**src/sv/mmm_pkg.sv**
```systemverilog
// Shared types, widths, register indexes and stage numbers of the motor mixer.
// No dependencies; every other file of the mixer imports it.
package mmm_pkg;

   localparam int THR_W     = 10;
   localparam int TORQUE_W  = 16;
   localparam int MAXT_W    = 15;
   localparam int GAIN_W    = 16;
   localparam int MINP_W    = 12;
   localparam int COUNT_W   = 3;
   localparam int COEF_W    = 16;
   localparam int MIX_W     = 3 * COEF_W;
   localparam int DELTA_W   = 11;
   localparam int LEVEL_W   = 10;
   localparam int PULSE_W   = 13;
   localparam int CSR_IDX_W = 4;
   localparam int CSR_DATA_W = 48;

   localparam int MAX_MOTORS_DEF = 4;
   localparam int MIX_SLOTS      = 4;

   localparam int DELTA_LIMIT  = 720;
   localparam int CUT_THROTTLE = 15;
   localparam int LEVEL_MAX    = 1000;
   localparam int SERVO_CENTER = 1450;
   localparam int FOUR_MOTORS  = 4;

   localparam logic [MAXT_W-1:0]  MAXT_RESET  = 15'd256;
   localparam logic [GAIN_W-1:0]  GAIN_RESET  = 16'd12800;
   localparam logic [MINP_W-1:0]  MINP_RESET  = 12'd1000;
   localparam logic [COUNT_W-1:0] COUNT_RESET = 3'd3;
   localparam logic [MIX_W-1:0] MIX_RESET [MIX_SLOTS] = '{
      48'h0000_1000_F000, 48'h0000_1000_1000, 48'h0000_E333_0000, 48'h0
   };

   // pipeline stage numbers
   localparam int STG_CLAMP  = 0;
   localparam int STG_MULT   = 1;
   localparam int STG_DELTA  = 2;
   localparam int STG_PROD   = 3;
   localparam int STG_LEVEL  = 4;
   localparam int STG_OUT    = 5;
   localparam int NUM_STAGES = 6;

   typedef enum logic [CSR_IDX_W-1:0] {
      REG_MAX_TORQUE  = 4'd0,
      REG_TORQUE_GAIN = 4'd1,
      REG_MIN_PULSE   = 4'd2,
      REG_MOTOR_COUNT = 4'd3,
      REG_MIX0        = 4'd4,
      REG_MIX1        = 4'd5,
      REG_MIX2        = 4'd6,
      REG_MIX3        = 4'd7
   } csr_reg_type;

   typedef struct packed {
      logic [NUM_STAGES-1:0] en;
   } pipe_ctrl_type;

   typedef struct packed {
      logic [THR_W-1:0]           throttle_level;
      logic signed [TORQUE_W-1:0] roll_torque;
      logic signed [TORQUE_W-1:0] pitch_torque;
      logic signed [TORQUE_W-1:0] yaw_torque;
   } req_type;

   typedef struct packed {
      logic [PULSE_W-1:0] pulse_out0;
      logic [PULSE_W-1:0] pulse_out1;
      logic [PULSE_W-1:0] pulse_out2;
      logic [PULSE_W-1:0] pulse_out3;
      logic               motors_cut;
   } rsp_type;

endpackage

```
**src/sv/mmm_torque.sv**
```systemverilog
// Torque to delta path of one axis: clamp, gain multiply, truncate and clamp.
// Three register stages driven by the pipeline enables; uses mmm_pkg.
module mmm_torque (
   input  logic                                clock,
   input  mmm_pkg::pipe_ctrl_type              ctrl,
   input  logic signed [mmm_pkg::TORQUE_W-1:0] torque,
   input  logic [mmm_pkg::MAXT_W-1:0]          max_torque,
   input  logic [mmm_pkg::GAIN_W-1:0]          torque_gain,
   output logic signed [mmm_pkg::DELTA_W-1:0]  delta
);
   import mmm_pkg::*;

   localparam int WIDE_W = TORQUE_W + 1;
   localparam int PROD_W = TORQUE_W + GAIN_W + 1;
   localparam int SHIFT  = 14;
   localparam logic signed [PROD_W-1:0] BIAS = PROD_W'((1 << SHIFT) - 1);
   localparam logic signed [PROD_W-1:0] LIM  = PROD_W'(DELTA_LIMIT);

   logic signed [WIDE_W-1:0]   raw_x, lim_p, lim_n, sel;
   logic signed [TORQUE_W-1:0] t_ff, t_in;
   logic signed [GAIN_W:0]     gain_s;
   logic signed [PROD_W-1:0]   p_ff, p_in, p_bias, q;
   logic signed [DELTA_W-1:0]  delta_ff, delta_in;

   always_comb begin
      raw_x = WIDE_W'(torque);
      lim_p = $signed({2'b00, max_torque});
      lim_n = -lim_p;
      if (raw_x > lim_p) begin
         sel = lim_p;
      end else if (raw_x < lim_n) begin
         sel = lim_n;
      end else begin
         sel = raw_x;
      end
      t_in = sel[TORQUE_W-1:0];
   end

   assign gain_s = $signed({1'b0, torque_gain});
   assign p_in   = PROD_W'(t_ff) * PROD_W'(gain_s);

   // truncate toward zero, then clamp to the delta limit
   always_comb begin
      p_bias = p_ff + (p_ff[PROD_W-1] ? BIAS : '0);
      q      = p_bias >>> SHIFT;
      if (q > LIM) begin
         delta_in = DELTA_W'(DELTA_LIMIT);
      end else if (q < -LIM) begin
         delta_in = -DELTA_W'(DELTA_LIMIT);
      end else begin
         delta_in = q[DELTA_W-1:0];
      end
   end

   always_ff @(posedge clock) begin
      if (ctrl.en[STG_CLAMP]) begin
         t_ff <= t_in;
      end
      if (ctrl.en[STG_MULT]) begin
         p_ff <= p_in;
      end
      if (ctrl.en[STG_DELTA]) begin
         delta_ff <= delta_in;
      end
   end

   assign delta = delta_ff;

endmodule

```
**config.mk**
```make
export PLATFORM = sky130hd
export DESIGN_NAME = mmm_torque
export DESIGN_NICKNAME = d
export VERILOG_FILES = /design/src/sv/mmm_pkg.sv /design/src/sv/mmm_torque.sv
export SDC_FILE = /design/constraint.sdc
export NUM_CORES = 1
export LEC_CHECK = 0
export BUFFER_PORTS_ARGS = -buffer_cell sky130_fd_sc_hd__buf_2
export CORE_UTILIZATION = 44
export CTS_CLUSTER_DIAMETER = 100
export DETAILED_ROUTE_END_ITERATION = 7
export GPL_TIMING_DRIVEN = 0
export PLACE_DENSITY_LB_ADDON = 0.2
export SKIP_LAST_GASP = 1
export SYNTH_ARGS = -nofsm -noshare
export SYNTH_HDL_FRONTEND = slang
export SYNTH_SLANG_ARGS = --single-unit
```
**constraint.sdc**
```tcl
create_clock -name clock -period 7.9 [get_ports clock]
set_clock_uncertainty 0.05 [all_clocks]
set_input_delay 1.185 -clock clock [delete_from_list [all_inputs] [get_ports clock]]
set_output_delay 1.185 -clock clock [all_outputs]
set_load 0.05 [all_outputs]
```
# Word level (Yosys, flattened, before mapping)

Index checks and enable logic that the tools add are counted.

Register bits: 60
Latch bits: 0
Bits in writable memories: 0
Bits in read-only memories: 0
Memories kept: 0

Add/subtract/negate cells: 2
Multipliers: 1
Divide/modulo/power cells: 0
Order comparisons: 4
Eq/ne operators: 0
Shifts and indexed selects: 0
Multiplexer cells: 4
Bitwise gates (word level): 0
Reductions and logical operators: 1

Operators with widths:

| kind                                                                               | count |
|---|---|
| 33-bit by 14-bit adder with 33-bit output                                          | 1 |
| 16-bit by 17-bit multiplier with 33-bit output                                     | 1 |
| 19-bit by 11-bit greater-than comparator with 1-bit output (second input constant) | 1 |
| 19-bit by 11-bit less-than comparator with 1-bit output (second input constant)    | 1 |
| 16-bit by 17-bit less-than comparator with 1-bit output                            | 1 |
| 15-bit negation with 17-bit output                                                 | 1 |
| 16-bit greater-than comparator                                                     | 1 |
| 16-bit two-way mux                                                                 | 1 |
| 15-bit two-way mux                                                                 | 1 |
| 14-bit two-way mux                                                                 | 1 |
| 11-bit two-way mux                                                                 | 1 |
| 2-bit OR reduction                                                                 | 1 |

# Longest topological paths before layout

Gate-level depths: netlist of run 1.

Word-level depth: 4
Gate-level depth with buffers: 23
Mapped depth without buffers: 22

# Least setup slack after synthesis of run 1

Ideal clock, no wire load.

Path kind: input -> register
Start: input port torque_gain[9] (netlist bit)
End: register p_ff[29] (data pin)
Library setup time: 0.259 ns
Arrival time: 6.637 ns
Data required time: 7.591 ns
Slack: 0.954 ns
Stages: 21
Path through: clkbuf_1 > nand2_1 > fa_1 > fa_1 > fa_1 > inv_1 > fa_1 > fa_1 > inv_1 > fa_1 > inv_1 > ha_1 > a21o_1 > a21oi_1 > nor2b_1 > a311o_1 > a221oi_4 > a31oi_2 > nand4_1 > a21boi_0 > o31a_1

Longest elaborated chain between the ends: 1

Ends and longest elaborated chain:

| item                                           | line             | RTL |
|---|---|---|
| from (decl)                                    | mmm_torque.sv:8  | `input logic [mmm_pkg::GAIN_W-1:0] torque_gain,` |
| 16-bit by 17-bit multiplier with 33-bit output | mmm_torque.sv:40 | `assign p_in = PROD_W'(t_ff) * PROD_W'(gain_s);` |
| named net p_in[29]                             | mmm_torque.sv:22 | `logic signed [PROD_W-1:0] p_ff, p_in, p_bias, q;` |
| to (signal assigned)                           | mmm_torque.sv:60 | `p_ff <= p_in;` |
| to (decl)                                      | mmm_torque.sv:22 |  |

The timed path passes the listed nets, and every way through them passes these cells.
A chain may end at the register's enable or synchronous reset.

# Worst setup path after layout of run 1

Start: input port torque_gain[3] (netlist bit)
End: register p_ff[32] (data pin)

Same word-level chain as after synthesis.

==> results of run 1 <==
[worst min path at each step]
| stage | end | slack, ns | depth (start not counted) |
|---|---|---|---|
| floorplan | p_ff[0]$_DFFE_PP_ | 0.55 | 1 |
| global placement | delta[3]$_SDFFCE_PP0P_ | 0.59 | 2 |
| detailed placement | delta[2]$_SDFFCE_PP0P_ | 0.60 | 2 |
| CTS | delta[2]$_SDFFCE_PP0P_ | 0.62 | 2 |
| global route | delta[0]$_SDFFCE_PP0P_ | 0.69 | 2 |
| finish | delta[2]$_SDFFCE_PP0P_ | 0.62 | 2 |
[Yosys cell counts, drive strengths merged (2+ instances only)]
master,instances
edfxtp,60
o21bai,5
o21a,10
xor2,14
and3,4
o22ai,14
nand2b,12
o31a,3
a21oi,48
clkbuf,36
a221oi,3
or4,2
buf,3
ha,167
nor3,6
a31oi,6
o21ai,21
or2,2
or3,6
a41oi,2
mux2i,13
a21o,19
a21boi,5
nand2,150
nor4,2
nor3b,2
o221ai,2
nand4,8
o31ai,3
inv,273
o211ai,6
xnor2,33
fa,194
nor2,48
and2,120
nand3,15
a211o,3
nor2b,5
a211oi,9
[flip-flops by register name, summed over array words and instances, names as in the netlist]
register	cells
p_ff	33
t_ff	16
delta	11
[stage by stage]
step                setup WS, ns  hold WS, ns
global placement         -0.6322       0.5937
global route            0.002180       0.6852
detailed placement       -0.6746       0.6005
CTS                      0.03201       0.6172
floorplan                 0.9541       0.5513
finish                    0.3841       0.6164
[critical path, stage by stage]
cell and delay, ns:
buf_2 0.17, clkbuf_1 0.31, and2_1 0.26, fa_1 0.53, inv_1 0.06, fa_1 0.47, fa_1 0.41, fa_1 0.56
inv_1 0.05, fa_1 0.50, inv_1 0.07, fa_1 0.53, inv_1 0.05, ha_1 0.41, nand2_1 0.10, a21oi_1 0.07
a221oi_4 0.42, o21ai_1 0.26, o21a_1 0.20, a221oi_2 0.38, o21bai_1 0.14, o22ai_1 0.17, xnor2_1 0.24
[metal layers]
layer | track usage | part of all wire
met1 | 0.3003 | 0.46
met2 | 0.3721 | 0.47
met3 | 0.03956 | 0.053
met4 | 0.05640 | 0.017
met5 | 0 | 0.00076
[cell type report]
class                      instances  area (µm²)  area share
multi-input combinational        970        9560      0.7040
sequential                        60        1802      0.1327
inverter                         273        1025     0.07546
tap                              378       473.0     0.03483
timing repair buffer              60       300.3     0.02211
clock buffer                       9       225.2     0.01658
buffer                            31       120.1    0.008845
clock inverter                     7       75.07    0.005528
[cells by family after synthesis]
logic type / synth area share
AND/OR/NAND/NOR: 0.1525
adder cells (fa/ha/maj): 0.4772
buffers and inverters: 0.09375
AO/OA/AOI/OAI: 0.08936
flip-flops: 0.1439
XOR/XNOR: 0.03288
multiplexers: 0.01039
[repair_timing]
item / 4_1_cts / 5_1_grt
hold buffers: 0 / 0
endpoints found under the setup margin: 4 / 5
buffers inserted: 0 / 0
resized for setup: 1 / 3
gates cloned: 0 / 0
==> metrics, run 1 <==
Worst Setup Start Kind=input port; Core ar.=27,860 µm²; post-layout min period=7.516 ns; Post-synth EDFFs=60; antenna violations before repair=2; Synth area leader=fa_1; mean post-synth cell area=9.328 µm²; Final Core Density=0.4875; top cells by area, synth=fa_1, ha_1, edfxtp_1; num rows=61; worst skew pair latency=0.34 ns; Req. time, crit path=7.96 ns; Reg2Reg Setup Slack=0.62 ns; Hold Vio Cnt, Final=0; die area=29,130 µm²; Final Setup Violations=0; Post-Layout Inst Area=13,580 µm²; Slew @ Worst Pin=0.7502 ns; TritonCTS Buffers=9; RSZ-0062 raised after global routing=no; Crit Path Class=in2reg; Final #Nets=1,820; Yosys warnings=0; Peak Freq=133.1 MHz; CTS tree=yes; Residual DRC=0; MaxCap Viol Count=0; Pins Over Slew Limit=0; first-pass GRT wire length=49,260 µm; Avg WL per Cell=16.82 µm; GRT Overall Usage=0.2236; Yosys top cell area share=0.3102; area of placed instances=13,290 µm²; largest net degree at the start of global routing=34; CP endpoint=p_ff[32]$_DFFE_PP_; H-tree depth=3; Worst-path clk slew=0.06 ns; Root Driver=clkbuf_16; Crit Path Max Fanout=10; post-DR vias/cell=5.152; Reg-to-Reg Start=t_ff[8]$_DFFE_PP_; placer congestion estimate=0.8929; placed cells=1,780; min-delay src=p_ff[16]$_DFFE_PP_; Final period util=0.9514; Async SR Flop Fraction=0; synthesized cell area=12,520 µm²; Worst Path Arrival=7.58 ns; post-synthesis cell type count=61; number of global-route vias before repair=9,399; Synth Flop Type=edfxtp_1; CTS Sinks=60; Initial Util=0.4494; Synthesized Nets=1,757; Setup crit end kind=flip-flop; FILL cells=2,731; DR vias=9,212; final setup TNS=0 ns; commonest non-fill, non-tap cell in the layout=inv_1; final std cells w/o fill=1,788; number of port buffers=60; Ports=65; Yosys reg bits=60; remaining antenna violation count=0; Synth-to-Final Area Change=8.486%; Gate Count Post-Synth=1,342; crit path from=torque_gain[3]; worst-case reg-to-reg path depth=21; drt first pass iters=5; HP Class=reg2reg; register area share after synthesis=0.1439; most frequent cells in the layout=inv_1, fa_1, ha_1; status=finished, final reports clean; ant diodes=0; share of post-route cells with drive strength above 1=0.06667; Clock Path Buffers=2; grt ovf=0; Die Y=170.7 µm; drt initial violations=543; Post-Route WL=30,070 µm; Max-Slew Margin vs Limit=0.4999; die width=170.7 µm; DP HPWL=25,350 µm; reg2reg end=p_ff[32]$_DFFE_PP_
Power of run 1 is left out: the tool's default activity adds up to more than one toggle a clock period on the data nets, which glitch-free logic cannot reach.
==> run 2: changes to the inputs <==
--- a/config.mk
+++ b/config.mk
@@ -6,6 +6,7 @@
 export NUM_CORES = 1
 export LEC_CHECK = 0
 export BUFFER_PORTS_ARGS = -buffer_cell sky130_fd_sc_hd__buf_2
+export CORE_ASPECT_RATIO = 1.25
 export CORE_UTILIZATION = 44
 export CTS_CLUSTER_DIAMETER = 100
 export DETAILED_ROUTE_END_ITERATION = 7
==> constraint.sdc (replaced) <==
create_clock -name clock -period 6.9 [get_ports clock]
set_clock_uncertainty 0.05 [all_clocks]
set_input_delay 1.035 -clock clock [delete_from_list [all_inputs] [get_ports clock]]
set_output_delay 1.035 -clock clock [all_outputs]
set_load 0.05 [all_outputs]
==> run 2 against run 1 <==
  * Global-route usage decreased by 0.48 points
  * Cell area increased by 3.2%
  * First-iteration DRC count decreased by 37%
  * Worst setup slack got worse by 0.20 ns
  * Utilization increased by 1.6 points
  * Sequential share of layout area decreased by 0.41 points
  * Flip-flop and latch count unchanged
  * Worst hold slack improved by 0.0053 ns
  * Critical endpoint is now p_ff[29]$_DFFE_PP_
  * Non-clock buffer count increased by 11
  * Critical path depth decreased by 1
  * Die area about the same
  * Count of clock-buffer cells in the layout unchanged
==> metrics, run 2 (synthesis results as in run 1) <==
worst skew pair latency=0.35 ns (about the same); MaxCap Viol Count=0 (unchanged); status=finished, final reports clean; DR vias=9,327 (+1.2%); Hold Vio Cnt, Final=0 (unchanged); max reg flops=33 (unchanged); Top reg by flops=p_ff; largest net degree at the start of global routing=34 (unchanged); placer congestion estimate=0.8606 (-3.6%); Place WS=-1.321 ns (-0.6466 ns); number of port buffers=60 (unchanged); Post-Route WL=29,910 µm (-0.52%); FILL cells=2,695 (-1.3%); final std cells w/o fill=1,771 (-0.95%); die width=152.9 µm (-10%); share of post-route cells with drive strength above 1=0.1056 (+0.03889); Crit Path Class=in2reg; Residual DRC=0 (unchanged); DP HPWL=25,260 µm (-0.37%); remaining antenna violation count=0 (unchanged); num rows=68 (+11%); Setup crit end kind=flip-flop; most frequent cells in the layout=inv_1, fa_1, ha_1; antenna violations before repair=0 (-2); Max-Slew Margin vs Limit=0.4813 (-0.01857); Worst path max stage delay=0.57 ns (about the same); post-layout min period=6.711 ns; TritonCTS Buffers=9 (unchanged); H-tree depth=3 (unchanged); drt initial violations=341 (-37%); HP Class=reg2reg; number of global-route vias before repair=9,786 (+4.1%); grt ovf=0 (unchanged); Crit Path Max Fanout=10 (unchanged); Pins Over Slew Limit=0 (unchanged); Initial Util=0.4499 (+0.0005861); Slew @ Worst Pin=0.7584 ns (+0.008246 ns); Final Setup Violations=0 (unchanged); Final #Nets=1,831 (+0.60%); hold buffers post-CTS=0 (unchanged); Peak Freq=149.0 MHz; drt first pass iters=4 (-1); Worst Setup Start Kind=input port; Avg WL per Cell=16.89 µm (+0.43%); CTS tree=yes; FF+latch area=1802 µm² (unchanged); Clock Path Buffers=2 (unchanged); Worst Path Arrival=6.76 ns (-0.82 ns); PnR worst setup slack=0.1890 ns (-0.1952 ns); Die Y=190.6 µm (+12%); Synth-to-Final Area Change=11.92%; CP Cell Sequence=buf_2, buf_4, and2_1, fa_1, inv_1, fa_2, inv_1, ha_1, fa_1, fa_1, inv_1, fa_1, inv_1, ha_1, a21oi_1, o21ai_2, a311o_2, a221oi_4, a31oi_4, nand4_1, a21boi_0, o31a_1; commonest non-fill, non-tap cell in the layout=inv_1; Core ar.=27,820 µm² (-0.13%); placed cells=1,752 (-1.6%); Slowest-stage cell, CP=fa_2; RSZ-0062 raised after global routing=yes; Ports=65 (unchanged); post-DR vias/cell=5.267 (+2.2%); first-pass GRT wire length=49,240 µm (about the same); Worst-path clk slew=0.05 ns (about the same); Root Driver=clkbuf_16; die area=29,130 µm² (about the same); area of the multi-input gates=9719 µm² (+1.7%); CTS Sinks=60 (unchanged); GRT Overall Usage=0.2188 (-0.004809); Final period util=0.9726; Req. time, crit path=6.94 ns (-1.02 ns); ant diodes=0 (unchanged)
## run 2: worst max-delay path: cells and delay by family
kind | cells | cell delay (ns)
adder cells (fa/ha/maj) | 7 | 3.17
buffers and inverters | 6 | 0.56
AO/OA/AOI/OAI | 7 | 1.70
AND/OR/NAND/NOR | 2 | 0.26
## run 2: path summary, 6_finish.rpt
check	slack [ns]	cells past startpoint	endpoint	start
max reg2reg	0.22	21	p_ff[29]$_DFFE_PP_	t_ff[8]$_DFFE_PP_
min reg2reg	0.62	2	delta[3]$_SDFFCE_PP0P_	p_ff[17]$_DFFE_PP_
max	0.19	22	p_ff[29]$_DFFE_PP_	torque_gain[3]
min	0.62	2	delta[3]$_SDFFCE_PP0P_	p_ff[17]$_DFFE_PP_
## run 2: layout make-up
class | instances | area share
multi-input cells | 970 | 0.6937
repair buffers | 66 | 0.02777
inverters | 273 | 0.07314
clock inverters | 7 | 0.008216
plain buffers | 36 | 0.02125
clock buffers | 9 | 0.01607
flip-flops and latches | 60 | 0.1286
well taps | 350 | 0.03126
## run 2: per-layer routing
metal,GRT usage,share of wire
met5,0,0
met4,0.09285,0.034
met3,0.03659,0.044
met1,0.2578,0.41
met2,0.3933,0.52
## run 2: per-stage QoR
step / hold WS (ns) / util / area, µm² / setup TNS, ns
4_1_cts: 0.6203 / 0.4979 / 13850 / -0.01544
3_5_place_dp: 0.6094 / 0.4765 / 13260 / -14.05
2_1_floorplan: 0.5513 / - / 12520 / 0
6_report: 0.6217 / 0.5036 / 14010 / 0
3_3_place_gp: 0.5984 / 0.4765 / 13260 / -13.33
5_1_grt: 0.6605 / 0.5036 / 14010 / -0.01381
## run 2: what timing repair did
action / 4_1_cts / 5_1_grt
hold endpoints to repair: 0 / 0
resized for setup: 59 / 63
setup endpoints to repair: 17 / 11
buffers inserted: 3 / 3
pin swaps: 5 / 19
Power of run 2 is left out for the same reason.
